## src/hw/rtl/ssd_pkg.sv

```systemverilog
package ssd_pkg;

  // Default size of the pattern store, in bytes.
  localparam int STORE_DEPTH_DEF = 128;

  // Number of display digits; the select table below assumes four.
  localparam int DIGITS  = 4;
  localparam int DIGIT_W = 2;

  // Transaction kinds on the input channel.
  localparam logic [1:0] KIND_TICK  = 2'd0;
  localparam logic [1:0] KIND_PUSH  = 2'd1;
  localparam logic [1:0] KIND_CLEAR = 2'd2;
  localparam logic [1:0] KIND_DIGIT = 2'd3;

  // Configuration register indexes.
  localparam logic [1:0] CFG_MODE   = 2'd0;
  localparam logic [1:0] CFG_REPEAT = 2'd1;
  localparam logic [1:0] CFG_TOTAL  = 2'd2;

  // Reset values of the configuration registers.
  localparam logic [2:0] MODE_RESET   = 3'd4;
  localparam logic [7:0] REPEAT_RESET = 8'd5;
  localparam logic [7:0] TOTAL_RESET  = 8'd22;

  // Active-low select pattern for each digit.
  function automatic logic [7:0] sel_pattern(input logic [DIGIT_W-1:0] d);
    logic [7:0] p;
    case (d)
      2'd0:    p = 8'hEE;
      2'd1:    p = 8'hDD;
      2'd2:    p = 8'hBB;
      2'd3:    p = 8'h77;
      default: p = 8'hEE;
    endcase
    return p;
  endfunction

endpackage

```

## src/hw/rtl/scrolling_segment_display_core.sv

```systemverilog
// Channel | Direction | Ports
// ------- | --------- | ------------------------------------------------------------
// in      | input     | in_valid, in_stall, in_kind, in_pattern_byte, in_digit_index
// out     | output    | out_valid, out_stall, out_digit_select, out_segments,
//         |           | out_fill_count, out_store_empty
// cfg     | input     | cfg_we, cfg_index, cfg_data
//
// Push, clear and direct digit writes are done in the idle state. A tick goes to the
// output state; one that switches frame is paced by the single store read port: after
// prepare, each of the four bytes needs an index step, a memory read and a capture in turn.
// Reset is synchronous and active low; the store contents are not cleared.
// A result held in the output register does not block further push, clear or
// digit transactions; a tick waits until the output register is free.
module scrolling_segment_display_core
  import ssd_pkg::*;
#(
  parameter int STORE_DEPTH = STORE_DEPTH_DEF
) (
  input  logic         clk,
  input  logic         rst_n,
  input  logic         in_valid,
  output logic         in_stall,
  input  logic [1:0]   in_kind,
  input  logic [7:0]   in_pattern_byte,
  input  logic [1:0]   in_digit_index,
  output logic         out_valid,
  input  logic         out_stall,
  output logic [7:0]   out_digit_select,
  output logic [7:0]   out_segments,
  output logic [7:0]   out_fill_count,
  output logic         out_store_empty,
  input  logic         cfg_we,
  input  logic [1:0]   cfg_index,
  input  logic [7:0]   cfg_data
);

  localparam int AW = $clog2(STORE_DEPTH);
  localparam int CW = $clog2(STORE_DEPTH + 1);
  localparam int IW = ((CW > 9) ? CW : 9) + 1;
  localparam logic [AW:0]   DEPTH_A = (AW + 1)'(STORE_DEPTH);
  localparam logic [CW-1:0] DEPTH_C = CW'(STORE_DEPTH);

  // Sequencer states.
  localparam logic [2:0] S_IDLE   = 3'd0;
  localparam logic [2:0] S_PREP   = 3'd1;
  localparam logic [2:0] S_ADDR   = 3'd2;
  localparam logic [2:0] S_READ   = 3'd3;
  localparam logic [2:0] S_DATA   = 3'd4;
  localparam logic [2:0] S_FINISH = 3'd5;
  localparam logic [2:0] S_OUT    = 3'd6;

  logic [2:0]         state_r, state_nxt;
  logic [1:0]         phase_r, phase_nxt;
  logic [7:0]         repeat_r, repeat_nxt;
  logic [7:0]         fc_r, fc_nxt;
  logic [7:0]         fo_r, fo_nxt;
  logic [CW-1:0]      loop_len_r, loop_len_nxt;
  logic [AW-1:0]      head_r, head_nxt;
  logic [CW-1:0]      count_r, count_nxt;
  logic [2:0]         mode_r, mode_nxt;
  logic [7:0]         rep_cfg_r, rep_cfg_nxt;
  logic [7:0]         ftot_r, ftot_nxt;
  logic [7:0]         digit_r [DIGITS];
  logic [7:0]         digit_nxt [DIGITS];
  logic [DIGIT_W-1:0] j_r, j_nxt;
  logic [IW-1:0]      idx_r, idx_nxt;
  logic               hit_r, hit_nxt;
  logic [7:0]         pend_sel_r, pend_sel_nxt;
  logic [7:0]         pend_seg_r, pend_seg_nxt;
  logic               out_valid_r, out_valid_nxt;
  logic [7:0]         out_sel_r, out_seg_r, out_fill_r;
  logic               out_empty_r;
  logic [7:0]         rd_data_r;
  logic [7:0]         mem [STORE_DEPTH];

  logic               in_acc;
  logic               out_take;
  logic               out_load;
  logic               push_we;
  logic [AW:0]        push_sum;
  logic [AW-1:0]      push_addr;
  logic [AW:0]        rd_sum;
  logic [AW-1:0]      rd_addr;
  logic [1:0]         phase_inc;
  logic [7:0]         rep_inc;
  logic [7:0]         fc_eff;
  logic [IW-1:0]      idx_base;
  logic [IW-1:0]      idx_sum;
  logic [IW-1:0]      loop_len_w;
  logic [CW-1:0]      pop_n;
  logic [AW:0]        pop_sum;

  assign in_acc   = in_valid && !in_stall;
  assign out_take = out_valid_r && !out_stall;
  assign out_load = (state_r == S_OUT) && (!out_valid_r || !out_stall);
  assign in_stall = (state_r != S_IDLE);

  assign out_valid        = out_valid_r;
  assign out_digit_select = out_sel_r;
  assign out_segments     = out_seg_r;
  assign out_fill_count   = out_fill_r;
  assign out_store_empty  = out_empty_r;

  // Ring addressing for a push and for a store read; both sums stay below twice the depth.
  assign push_we   = in_acc && (in_kind == KIND_PUSH) && (count_r < DEPTH_C);
  assign push_sum  = {1'b0, head_r} + (AW + 1)'(count_r);
  assign push_addr = (push_sum >= DEPTH_A) ? AW'(push_sum - DEPTH_A) : push_sum[AW-1:0];
  assign rd_sum    = {1'b0, head_r} + {1'b0, idx_r[AW-1:0]};
  assign rd_addr   = (rd_sum >= DEPTH_A) ? AW'(rd_sum - DEPTH_A) : rd_sum[AW-1:0];

  assign phase_inc  = phase_r + 2'd1;
  assign rep_inc    = repeat_r + 8'd1;
  assign fc_eff     = (fc_r == ftot_r) ? 8'd0 : fc_r;
  assign loop_len_w = IW'(loop_len_r);

  // Logical index of the byte for digit j; loop by one wraps at the latched length.
  always_comb begin
    if (mode_r[1]) begin
      idx_base = '0;
    end else if (mode_r[0]) begin
      idx_base = IW'(fo_r);
    end else begin
      idx_base = IW'(fc_r);
    end
    idx_sum = idx_base + IW'(j_r);
    if (!mode_r[1] && !mode_r[0] && (loop_len_r != '0) && (idx_sum >= loop_len_w)) begin
      idx_sum = idx_sum - loop_len_w;
    end
  end

  // Pop count saturates at the fill level.
  always_comb begin
    pop_n = mode_r[0] ? CW'(4) : CW'(1);
    if (pop_n > count_r) begin
      pop_n = count_r;
    end
    pop_sum = {1'b0, head_r} + (AW + 1)'(pop_n);
  end

  // Next-state logic for the sequencer and the display state.
  always_comb begin
    state_nxt    = state_r;
    phase_nxt    = phase_r;
    repeat_nxt   = repeat_r;
    fc_nxt       = fc_r;
    fo_nxt       = fo_r;
    loop_len_nxt = loop_len_r;
    head_nxt     = head_r;
    count_nxt    = count_r;
    mode_nxt     = mode_r;
    rep_cfg_nxt  = rep_cfg_r;
    ftot_nxt     = ftot_r;
    j_nxt        = j_r;
    idx_nxt      = idx_r;
    hit_nxt      = hit_r;
    pend_sel_nxt = pend_sel_r;
    pend_seg_nxt = pend_seg_r;
    for (int d = 0; d < DIGITS; d++) begin
      digit_nxt[d] = digit_r[d];
    end

    // Configuration writes; a loop mode restarts the frame sequence.
    if (cfg_we) begin
      case (cfg_index)
        CFG_MODE: begin
          mode_nxt = cfg_data[2:0];
          if (!cfg_data[2]) begin
            repeat_nxt = '0;
          end
          if (cfg_data[2:1] == 2'b00) begin
            fc_nxt       = '0;
            fo_nxt       = '0;
            loop_len_nxt = cfg_data[0] ? (count_r >> 2) : count_r;
          end
        end
        CFG_REPEAT: rep_cfg_nxt = cfg_data;
        CFG_TOTAL:  ftot_nxt    = cfg_data;
        default:    ;
      endcase
    end

    case (state_r)
      S_IDLE: begin
        if (in_acc) begin
          case (in_kind)
            KIND_PUSH: begin
              if (count_r < DEPTH_C) begin
                count_nxt = count_r + CW'(1);
              end
            end
            KIND_CLEAR: begin
              head_nxt  = '0;
              count_nxt = '0;
            end
            KIND_DIGIT: begin
              digit_nxt[in_digit_index] = in_pattern_byte;
            end
            KIND_TICK: begin
              phase_nxt    = phase_inc;
              pend_sel_nxt = sel_pattern(phase_inc);
              pend_seg_nxt = digit_r[phase_inc];
              state_nxt    = S_OUT;
              if (phase_inc == 2'd0) begin
                if (!mode_r[2] && (rep_inc == rep_cfg_r)) begin
                  repeat_nxt = '0;
                  j_nxt      = '0;
                  state_nxt  = S_PREP;
                end else begin
                  repeat_nxt = rep_inc;
                end
              end
            end
            default: ;
          endcase
        end
      end
      S_PREP: begin
        // Loop modes wrap after the configured frame total.
        if (!mode_r[1]) begin
          fc_nxt = fc_eff;
          if (fc_r == ftot_r) begin
            fo_nxt = '0;
          end
          if (!mode_r[0]) begin
            fo_nxt = fc_eff;
          end
        end
        state_nxt = S_ADDR;
      end
      S_ADDR: begin
        idx_nxt   = idx_sum;
        state_nxt = S_READ;
      end
      S_READ: begin
        hit_nxt   = (idx_r < IW'(count_r));
        state_nxt = S_DATA;
      end
      S_DATA: begin
        digit_nxt[j_r] = hit_r ? rd_data_r : 8'h00;
        j_nxt          = j_r + DIGIT_W'(1);
        state_nxt      = (j_r == DIGIT_W'(DIGITS - 1)) ? S_FINISH : S_ADDR;
      end
      S_FINISH: begin
        fc_nxt = fc_r + 8'd1;
        if (mode_r[1]) begin
          head_nxt  = (pop_sum >= DEPTH_A) ? AW'(pop_sum - DEPTH_A) : pop_sum[AW-1:0];
          count_nxt = count_r - pop_n;
        end else if (mode_r[0]) begin
          fo_nxt = fo_r + 8'd4;
        end
        state_nxt = S_OUT;
      end
      S_OUT: begin
        if (out_load) begin
          state_nxt = S_IDLE;
        end
      end
      default: state_nxt = S_IDLE;
    endcase
  end

  // The output register fills from the pending result and empties on acceptance.
  always_comb begin
    if (out_load) begin
      out_valid_nxt = 1'b1;
    end else if (out_take) begin
      out_valid_nxt = 1'b0;
    end else begin
      out_valid_nxt = out_valid_r;
    end
  end

  // Control registers.
  always_ff @(posedge clk) begin
    if (!rst_n) begin
      state_r     <= S_IDLE;
      phase_r     <= '0;
      repeat_r    <= '0;
      fc_r        <= '0;
      fo_r        <= '0;
      loop_len_r  <= '0;
      head_r      <= '0;
      count_r     <= '0;
      mode_r      <= MODE_RESET;
      rep_cfg_r   <= REPEAT_RESET;
      ftot_r      <= TOTAL_RESET;
      j_r         <= '0;
      out_valid_r <= 1'b0;
      for (int d = 0; d < DIGITS; d++) begin
        digit_r[d] <= 8'hFF;
      end
    end else begin
      state_r     <= state_nxt;
      phase_r     <= phase_nxt;
      repeat_r    <= repeat_nxt;
      fc_r        <= fc_nxt;
      fo_r        <= fo_nxt;
      loop_len_r  <= loop_len_nxt;
      head_r      <= head_nxt;
      count_r     <= count_nxt;
      mode_r      <= mode_nxt;
      rep_cfg_r   <= rep_cfg_nxt;
      ftot_r      <= ftot_nxt;
      j_r         <= j_nxt;
      out_valid_r <= out_valid_nxt;
      for (int d = 0; d < DIGITS; d++) begin
        digit_r[d] <= digit_nxt[d];
      end
    end
  end

  // Payload registers.
  always_ff @(posedge clk) begin
    idx_r      <= idx_nxt;
    hit_r      <= hit_nxt;
    pend_sel_r <= pend_sel_nxt;
    pend_seg_r <= pend_seg_nxt;
    if (out_load) begin
      out_sel_r   <= pend_sel_r;
      out_seg_r   <= pend_seg_r;
      out_fill_r  <= 8'(count_r);
      out_empty_r <= (count_r == '0);
    end
  end

  // Pattern store: one write port for pushes, one registered read port for frames.
  always_ff @(posedge clk) begin
    if (push_we) begin
      mem[push_addr] <= in_pattern_byte;
    end
    if (state_r == S_READ) begin
      rd_data_r <= mem[rd_addr];
    end
  end

endmodule

```

## config.mk

```make
export PLATFORM = sky130hd
export DESIGN_NAME = scrolling_segment_display_core
export DESIGN_NICKNAME = d
export VERILOG_FILES = /design/src/hw/rtl/ssd_pkg.sv /design/src/hw/rtl/scrolling_segment_display_core.sv
export SDC_FILE = /design/constraint.sdc
export NUM_CORES = 1
export LEC_CHECK = 0
export BUFFER_PORTS_ARGS = -buffer_cell sky130_fd_sc_hd__buf_4
export CAP_MARGIN = 25
export CORE_MARGIN = 2
export CORE_UTILIZATION = 49
export CTS_CLUSTER_DIAMETER = 120
export DETAILED_ROUTE_END_ITERATION = 16
export SYNTH_ARGS = -nofsm -noshare
export SYNTH_HDL_FRONTEND = slang
export SYNTH_SLANG_ARGS = --single-unit
```

## constraint.sdc

```tcl
create_clock -name clk -period 5.2 [get_ports clk]
set_input_delay 0.78 -clock clk [delete_from_list [all_inputs] [get_ports clk]]
set_output_delay 0.78 -clock clk [all_outputs]
set_load 0.01 [all_outputs]
```

==> key figures, run 1 <==
Run status
  • Status: finished clean

Timing
  • Worst-Margin Slew: 1070 ps
  • Fmax achieved: 239 MHz
  • Final setup viols: 0
  • Period minus WS final: 4180 ps
  • Max Slew Vio Count: 0
  • Setup TNS: 0 ps
  • Clock skew after layout: 56.7 ps
  • Final worst path period share: 80.4%
  • Fin. Hold Viols: 0
  • Relative slew slack: 28.7%
  • RSZ-0062 raised after global routing: false

Run
  • Max-Cap Viols: 0

Finish
  • Antenna cell count: 0
  • Nets: 2938
  • Area of the multi-input gates: 13600 um^2
  • Fillers: 7450
  • Layout Cells excl Fill: 4239
  • Most frequent cells in the layout: edfxtp_1, mux4_2, nor2_1
  • Fin util: 55.7%
  • Commonest non-fill, non-tap cell in the layout: edfxtp_1
  • Final Instance Area: 54900 um^2
  • Sequential Area: 34400 um^2
  • Share of cells above drive strength 1: 21.5%
  • Area growth from synthesis to layout: 12.4%

Critical path
  • Crit path from: idx_r[0]$_DFFE_PN_
  • Startpoint types: flip-flop
  • Reg2reg start: idx_r[0]$_DFFE_PN_
  • Setup crit end kind: flip-flop
  • R2R cell count: 9
  • Critical path type: flip-flop to flip-flop
  • Crit-path max FO: 43
  • Worst Path Arrival: 4600 ps
  • CP required: 5620 ps

Clock tree
  • Worst-path clk slew: 60 ps
  • CTS tree: built
  • CTS Sinks: 1182
  • CTS Buffer Depth: 3
  • H-tree levels: 3
  • CTS buffer count: 118
  • Root Buffer: clkbuf_16
  • CTS resizes: 0
  • Post-CTS Setup Repair Bufs: 0
  • # hold bufs at CTS: 0
  • Worst-skew pair later-pin latency: 730 ps

Route
  • DRT antenna net count: 0
  • Remaining DRCs: 0
  • Via-per-instance ratio: 6.04
  • DRT met1 WL: 50100 um
  • Met3 routed wirelength: 7010 um
  • DRT iter0 DRCs: 2584
  • Max Used Layer: met4
  • DRT Wirelength: 116000 um
  • WL met2: 55800 um
  • DR vias: 25600
  • Iteration count of the initial detailed-routing pass: 6
  • WL/cell: 27.4 um

Pwr
  • Sequential power share: 51.4%
  • Leak: 0.0178 uW
  • Power Density: 369 nW/um^2
  • Switch Pwr: 4430 uW
  • P_int: 15800 uW
  • Peak supply drop: 0.000314 V
  • Comb pwr share: 6.2%
  • Clock share of power: 42.4%
  • Sw Share: 21.9%

Logic synthesis
  • #FFs+latches synth: 1182
  • Main flop type after synthesis: edfxtp_1
  • Post-synth EDFFs: 1076
  • Async S/R FF share, synth: 0%
  • Synthesized cell area: 48800 um^2
  • Syn avg cell area: 17.8 um^2
  • Synth Warn #: 0
  • Post-synth cell types: 69
  • Cells after Synth: 2751
  • Sequential cell area fraction in the yosys report: 70.5%

Global routing
  • Remaining global-route overflow: 0
  • Largest net degree at the start of global routing: 89
  • Global Route Usage Sum: 23.0%
  • Vias in the first global route: 26100
  • First-pass GRT wire length: 174000 um
  • Initial antenna violation count: 0

Die
  • Die Y: 320 um
  • I/O Pins: 54
  • Die Area: 102000 um^2
  • Starting density of the core: 49.5%
  • Core region area: 98600 um^2
  • Std cell rows: 115
  • Die X: 320 um

Worst hold path
  • Hold Crit Depth: 3
  • Hold wc startpoint: cfg_data[4]
  • HP Class: primary input to flip-flop

Placed design
  • Dpl cells: 4014
  • Final HPWL from detailed placement: 74000 um
  • Routability cong.: 0.885
  • Port Buf Inserts: 53
  • Area after DPL: 50900 um^2
==> path summary, 6_finish.rpt <==
path                                                 endpoint  slack (ps)
worst max-delay path                   rd_data_r[4]$_DFFE_PP_        1020
worst min-delay path                   ftot_r[4]$_SDFFE_PN1P_         300
worst max register to register         rd_data_r[4]$_DFFE_PP_        1020
worst min register to register  out_digit_select[5]$_DFFE_PP_         430
==> kinds of logic after synthesis <==
group / after synthesis / synth area share, %
flops: 1182 / 70.5
simple gates: 528 / 4.72
mux: 402 / 15.9
compound gates: 315 / 4.35
buf+inv: 201 / 1.78
fa+ha+maj: 62 / 1.67
xor+xnor: 60 / 1.09
other cells: 1 / 0.00768
==> layer usage <==
layer | vias to the layer above | GRT usage (%)
met2 | 868 | 37.1
met3 | 187 | 3.74
li1 | 11200 | -
met4 | 0 | 6.58
met5 | - | 0
met1 | 13300 | 32.7
==> cell type report <==
type / count / area share [%]
timing repair buffer: 126 / 2.02
inverter: 51 / 0.349
tap: 1287 / 2.93
clock inverter: 76 / 1.49
clock buffer: 147 / 5.75
sequential: 1182 / 62.7
multi-input combinational: 1370 / 24.7
==> metrics by stage <==
| stage | power (uW) | hold WS [ps] | worst slack [ps] |
|---|---|---|---|
| final | 20300 | 302 | 1020 |
| after global routing | 20900 | 281 | 779 |
| after CTS | 20400 | 250 | 1050 |
| after detailed placement | 11900 | 421 | 1110 |
| after global placement | 11900 | 409 | 1060 |
| after floorplan | 11400 | 400 | 1250 |
==> power by group through the flow <==
stage | logic (uW) | clock network (uW) | registers (uW)
after global routing | 1350 | 9110 | 10400
final | 1260 | 8590 | 10400
after detailed placement | 1270 | 0 | 10600
after global placement | 1250 | 0 | 10600
after floorplan | 784 | 0 | 10600
after CTS | 1270 | 8740 | 10400
==> flip-flops by register name (all words and copies together), names as in the netlist, 2 cells and up <==
register and count:
mode_r 3, head_r 7, state_r 3, loop_len_r 8
pend_sel_r 4, rd_data_r 8, mem 1024, ftot_r 8
fc_r 8, j_r 2, out_fill_count 8, idx_r 10
digit_r 32, repeat_r 8, count_r 8, phase_r 2
rep_cfg_r 8, out_segments 8, fo_r 8, out_digit_select 4
pend_seg_r 8
==> cell usage after synthesis, types with 11 or more instances <==
master,count,share of area (%)
inv_1,48,0.37
o211ai_1,34,0.52
buf_1,11,0.085
mux2_2,20,0.46
xor2_1,18,0.32
edfxtp_1,1076,66
buf_2,40,0.41
xnor2_1,41,0.74
and3_1,12,0.15
a21oi_1,59,0.60
a22oi_1,49,0.75
nand3_1,24,0.25
a21o_1,14,0.22
mux4_2,296,14
nand2_1,167,1.3
clkbuf_1,84,0.65
dfxtp_1,106,4.3
buf_4,13,0.20
o21ai_0,52,0.53
o22ai_1,14,0.18
nor3_1,16,0.16
mux2i_1,86,1.8
a211oi_1,24,0.37
nor2_1,234,1.8
ha_1,57,1.5
==> worst max-delay path: stages (launching register included) <==
cell and delay, ps:
edfxtp_1 420, ha_4 200, fa_4 950, buf_12 280, buf_12 290, mux4_2 420
mux4_2 520, mux2i_1 280, a22oi_1 230, o31a_1 210
Note: power is estimated with default switching activity, not from simulation.
==> inputs of run 2 (changes only) <==
ABC_AREA = 1   (was unset)
PLACE_DENSITY = 0.67   (was unset)
clock period = 3.6 ns   (was 5.2 ns; I/O delays follow)
==> run 2 against run 1 <==
Compared with the run above: clock-buffer cell count decreased by 3; total power increased by 50%; clock power increased by 47%; combinational power increased by 110%; non-clock buffer count increased by 192; global-route usage increased by 1.5 points; critical path depth increased by 4; sequential power increased by 45%; critical path type unchanged.
==> key figures, run 2 <==
Finish
  • Antenna cell count: 0 (unchanged)
  • Area growth from synthesis to layout: 14.4%
  • Max reg flops: 1024 (unchanged)
  • Largest Register: mem
  • Nets: 4750 (+62%)
  • Layout Cells excl Fill: 6132 (+45%)
  • Most frequent cells in the layout: edfxtp_1, nor2_1, o21ai_0
  • Share of cells above drive strength 1: 12.3% (-9.2 points)
  • Commonest non-fill, non-tap cell in the layout: edfxtp_1
  • Largest registers: mem x1024, digit_r x32, idx_r x10
  • Final Instance Area: 58000 um^2 (+5.6%)

Worst hold path
  • HP Class: primary input to flip-flop
  • Hold Crit Depth: 3 (unchanged)

Placed design
  • Port Buf Inserts: 53 (unchanged)
  • Area after DPL: 53900 um^2 (+5.9%)
  • Dpl cells: 5908 (+47%)
  • Routability cong.: 0.927 (+4.8%)
  • Final HPWL from detailed placement: 80600 um (+8.9%)

Critical path
  • Most Frequent Cell on Critical Path: nand2_1
  • R2R cell count: 13 (+4)
  • Setup crit end kind: flip-flop
  • Slowest stage cell on the critical path: fa_1
  • Cell Chain, Critical Path: ha_1 -> fa_1 -> a21oi_1 -> o21ai_1 -> nand2_1 -> nand2_1 -> a21oi_1 -> xor2_1 -> nand2_1 -> inv_1 -> nand2_2 -> nor2_1 -> buf_4
  • R2r setup slk: 200 ps (-810 ps)
  • Crit-path max FO: 8 (-81%)
  • Worst Path Arrival: 3820 ps (-780 ps)
  • Startpoint types: flip-flop
  • Critical path type: flip-flop to flip-flop
  • CP Buf/Inv Count: 2 (unchanged)
  • Top Family by Delay on Critical Path: simple AND/OR/NAND/NOR gates
  • Slowest stage delay, CP: 410 ps (-540 ps)
  • Stages on the worst setup path: 13 (+4)
  • CP required: 4020 ps (-1600 ps)

Route
  • Remaining DRCs: 0 (unchanged)
  • Iteration count of the initial detailed-routing pass: 6 (unchanged)
  • WL/cell: 21.5 um (-21%)
  • Via-per-instance ratio: 5.75 (-4.8%)
  • DR vias: 35300 (+38%)
  • DRT Wirelength: 132000 um (+14%)
  • DRT antenna net count: 0 (unchanged)
  • DRT iter0 DRCs: 3914 (+51%)

Pwr
  • Peak supply drop: 0.000468 V (+49%)
  • Leak: 0.0200 uW (+12%)
  • Final total power: 30400 uW (+50%)
  • Power Density: 525 nW/um^2 (+42%)

Timing
  • Fin. Hold Viols: 0 (unchanged)
  • Final setup viols: 0 (unchanged)
  • Final worst path period share: 94.3% (+14 points)
  • Fmax achieved: 294 MHz (+23%)
  • Max Slew Vio Count: 0 (unchanged)
  • Clock skew after layout: 55.3 ps (-1.38 ps)
  • Period minus WS final: 3400 ps (-785 ps)
  • Setup TNS: 0 ps (unchanged)
  • Relative slew slack: 32.1% (+3.4 points)
  • Hold WS: 75.9 ps (-226 ps)
  • Worst-Margin Slew: 1020 ps (-48.9 ps)

Logic synthesis
  • Sequential cell area fraction in the yosys report: 67.9% (-2.6 points)
  • Post-synth cell types: 57 (-17%)
  • Post-synth EDFFs: 1076 (unchanged)
  • Main flop type after synthesis: edfxtp_1
  • Synth top area share: 63.8% (-2.4 points)
  • #FFs+latches synth: 1182 (unchanged)
  • Async S/R FF share, synth: 0% (unchanged)
  • Most frequent cell after synthesis: edfxtp_1
  • Syn avg cell area: 11.3 um^2 (-36%)
  • Top post-synthesis cells by area: edfxtp_1, nor2_1, o21ai_0, dfxtp_1, o211ai_1
  • Synth Warn #: 0 (unchanged)
  • Cells after Synth: 4486 (+63%)
  • Top cells by count, synth: edfxtp_1, nor2_1, o21ai_0
  • Area leader, netlist: edfxtp_1
  • Synthesized cell area: 50700 um^2 (+3.8%)

Clock tree
  • CTS Sinks: 1182 (unchanged)
  • # hold bufs at CTS: 0 (unchanged)
  • H-tree levels: 3 (unchanged)
  • CTS Buffer Depth: 3 (unchanged)
  • Worst-path clk slew: 60 ps (about the same)
  • CTS tree: built
  • CTS buffer count: 117 (-0.85%)
  • Worst-skew pair later-pin latency: 730 ps (about the same)
  • Root Buffer: clkbuf_16

Global routing
  • Largest net degree at the start of global routing: 148 (+66%)
  • First-pass GRT wire length: 201000 um (+16%)
  • Remaining global-route overflow: 0 (unchanged)
  • Global Route Usage Sum: 24.5% (+1.5 points)
  • Vias in the first global route: 33600 (+29%)
  • Initial antenna violation count: 0 (unchanged)

Die
  • Starting density of the core: 49.6% (+0.052 points)
  • Die X: 326 um (+1.8%)
  • Die Y: 326 um (+1.8%)
  • Std cell rows: 117 (+1.7%)
  • Core region area: 102000 um^2 (+3.7%)
  • Die Area: 106000 um^2 (+3.7%)
  • I/O Pins: 54 (unchanged)

Run
  • Max-Cap Viols: 0 (unchanged)

Run status
  • Status: finished clean
run 2: worst paths after layout:
check,end,startpoint
max,mem[47][2]$_DFFE_PP_,head_r[0]$_SDFFE_PN0P_
min reg2reg,out_digit_select[3]$_DFFE_PP_,pend_sel_r[3]$_SDFFCE_PN1P_
min,ftot_r[4]$_SDFFE_PN1P_,cfg_data[4]
max reg2reg,mem[47][2]$_DFFE_PP_,head_r[0]$_SDFFE_PN0P_
run 2: cell type report:
class | instances | area [um^2]
timing repair buffer | 318 | 2770
fill | 8444 | 44200
clock buffer | 144 | 3140
tap | 1368 | 1710
multi-input combinational | 2877 | 14400
sequential | 1182 | 34400
clock inverter | 78 | 841
inverter | 165 | 638
run 2: through the flow:
step,setup WS [ps],utilization (%)
global placement,197,52.8
detailed placement,191,52.8
global route,-3.37,56.7
floorplan,335,-
finish,204,56.7
CTS,123,56.7
run 2: report_power, final:
| part | internal [uW] | switching, uW | total, uW |
|---|---|---|---|
| Clock | 7340 | 5250 | 12600 |
| Sequential | 15100 | 73.0 | 15100 |
| Combinational | 777 | 1910 | 2690 |
run 2: timing repair:
action,CTS,global route
gates resized for setup,0,8
setup buffers,0,1
endpoints found under the setup margin,0,11
run 2: kinds of logic (layout without fill, tap and decap cells):
kind of cell    count (synthesis)  count (layout)  synth area share [%]
fa+ha+maj                      62              62                  1.60
simple gates                 1712            1712                  13.8
flops                        1182            1182                  67.9
xor+xnor                       36              36                 0.637
other cells                     1               3               0.00740
buf+inv                       429             705                  3.79
compound gates               1064            1064                  12.2
run 2: worst register-to-register path: stages, from the launching register on:
cell and delay, ps:
dfxtp_1 360, ha_1 250, fa_1 410, a21oi_1 150, o21ai_1 100, nand2_1 70, nand2_1 50, a21oi_1 140
xor2_1 360, nand2_1 230, inv_1 350, nand2_2 220, nor2_1 250, buf_4 200
run 2: layer usage:
layer  wire length (um)  vias to the layer above  GRT usage [%]
met5                  0                        -              0
met4               4640                        0           8.56
met3              10000                      267           3.56
met2              61300                     1437           38.5
met1              55900                    17100           34.9
li1                   -                    16400              -
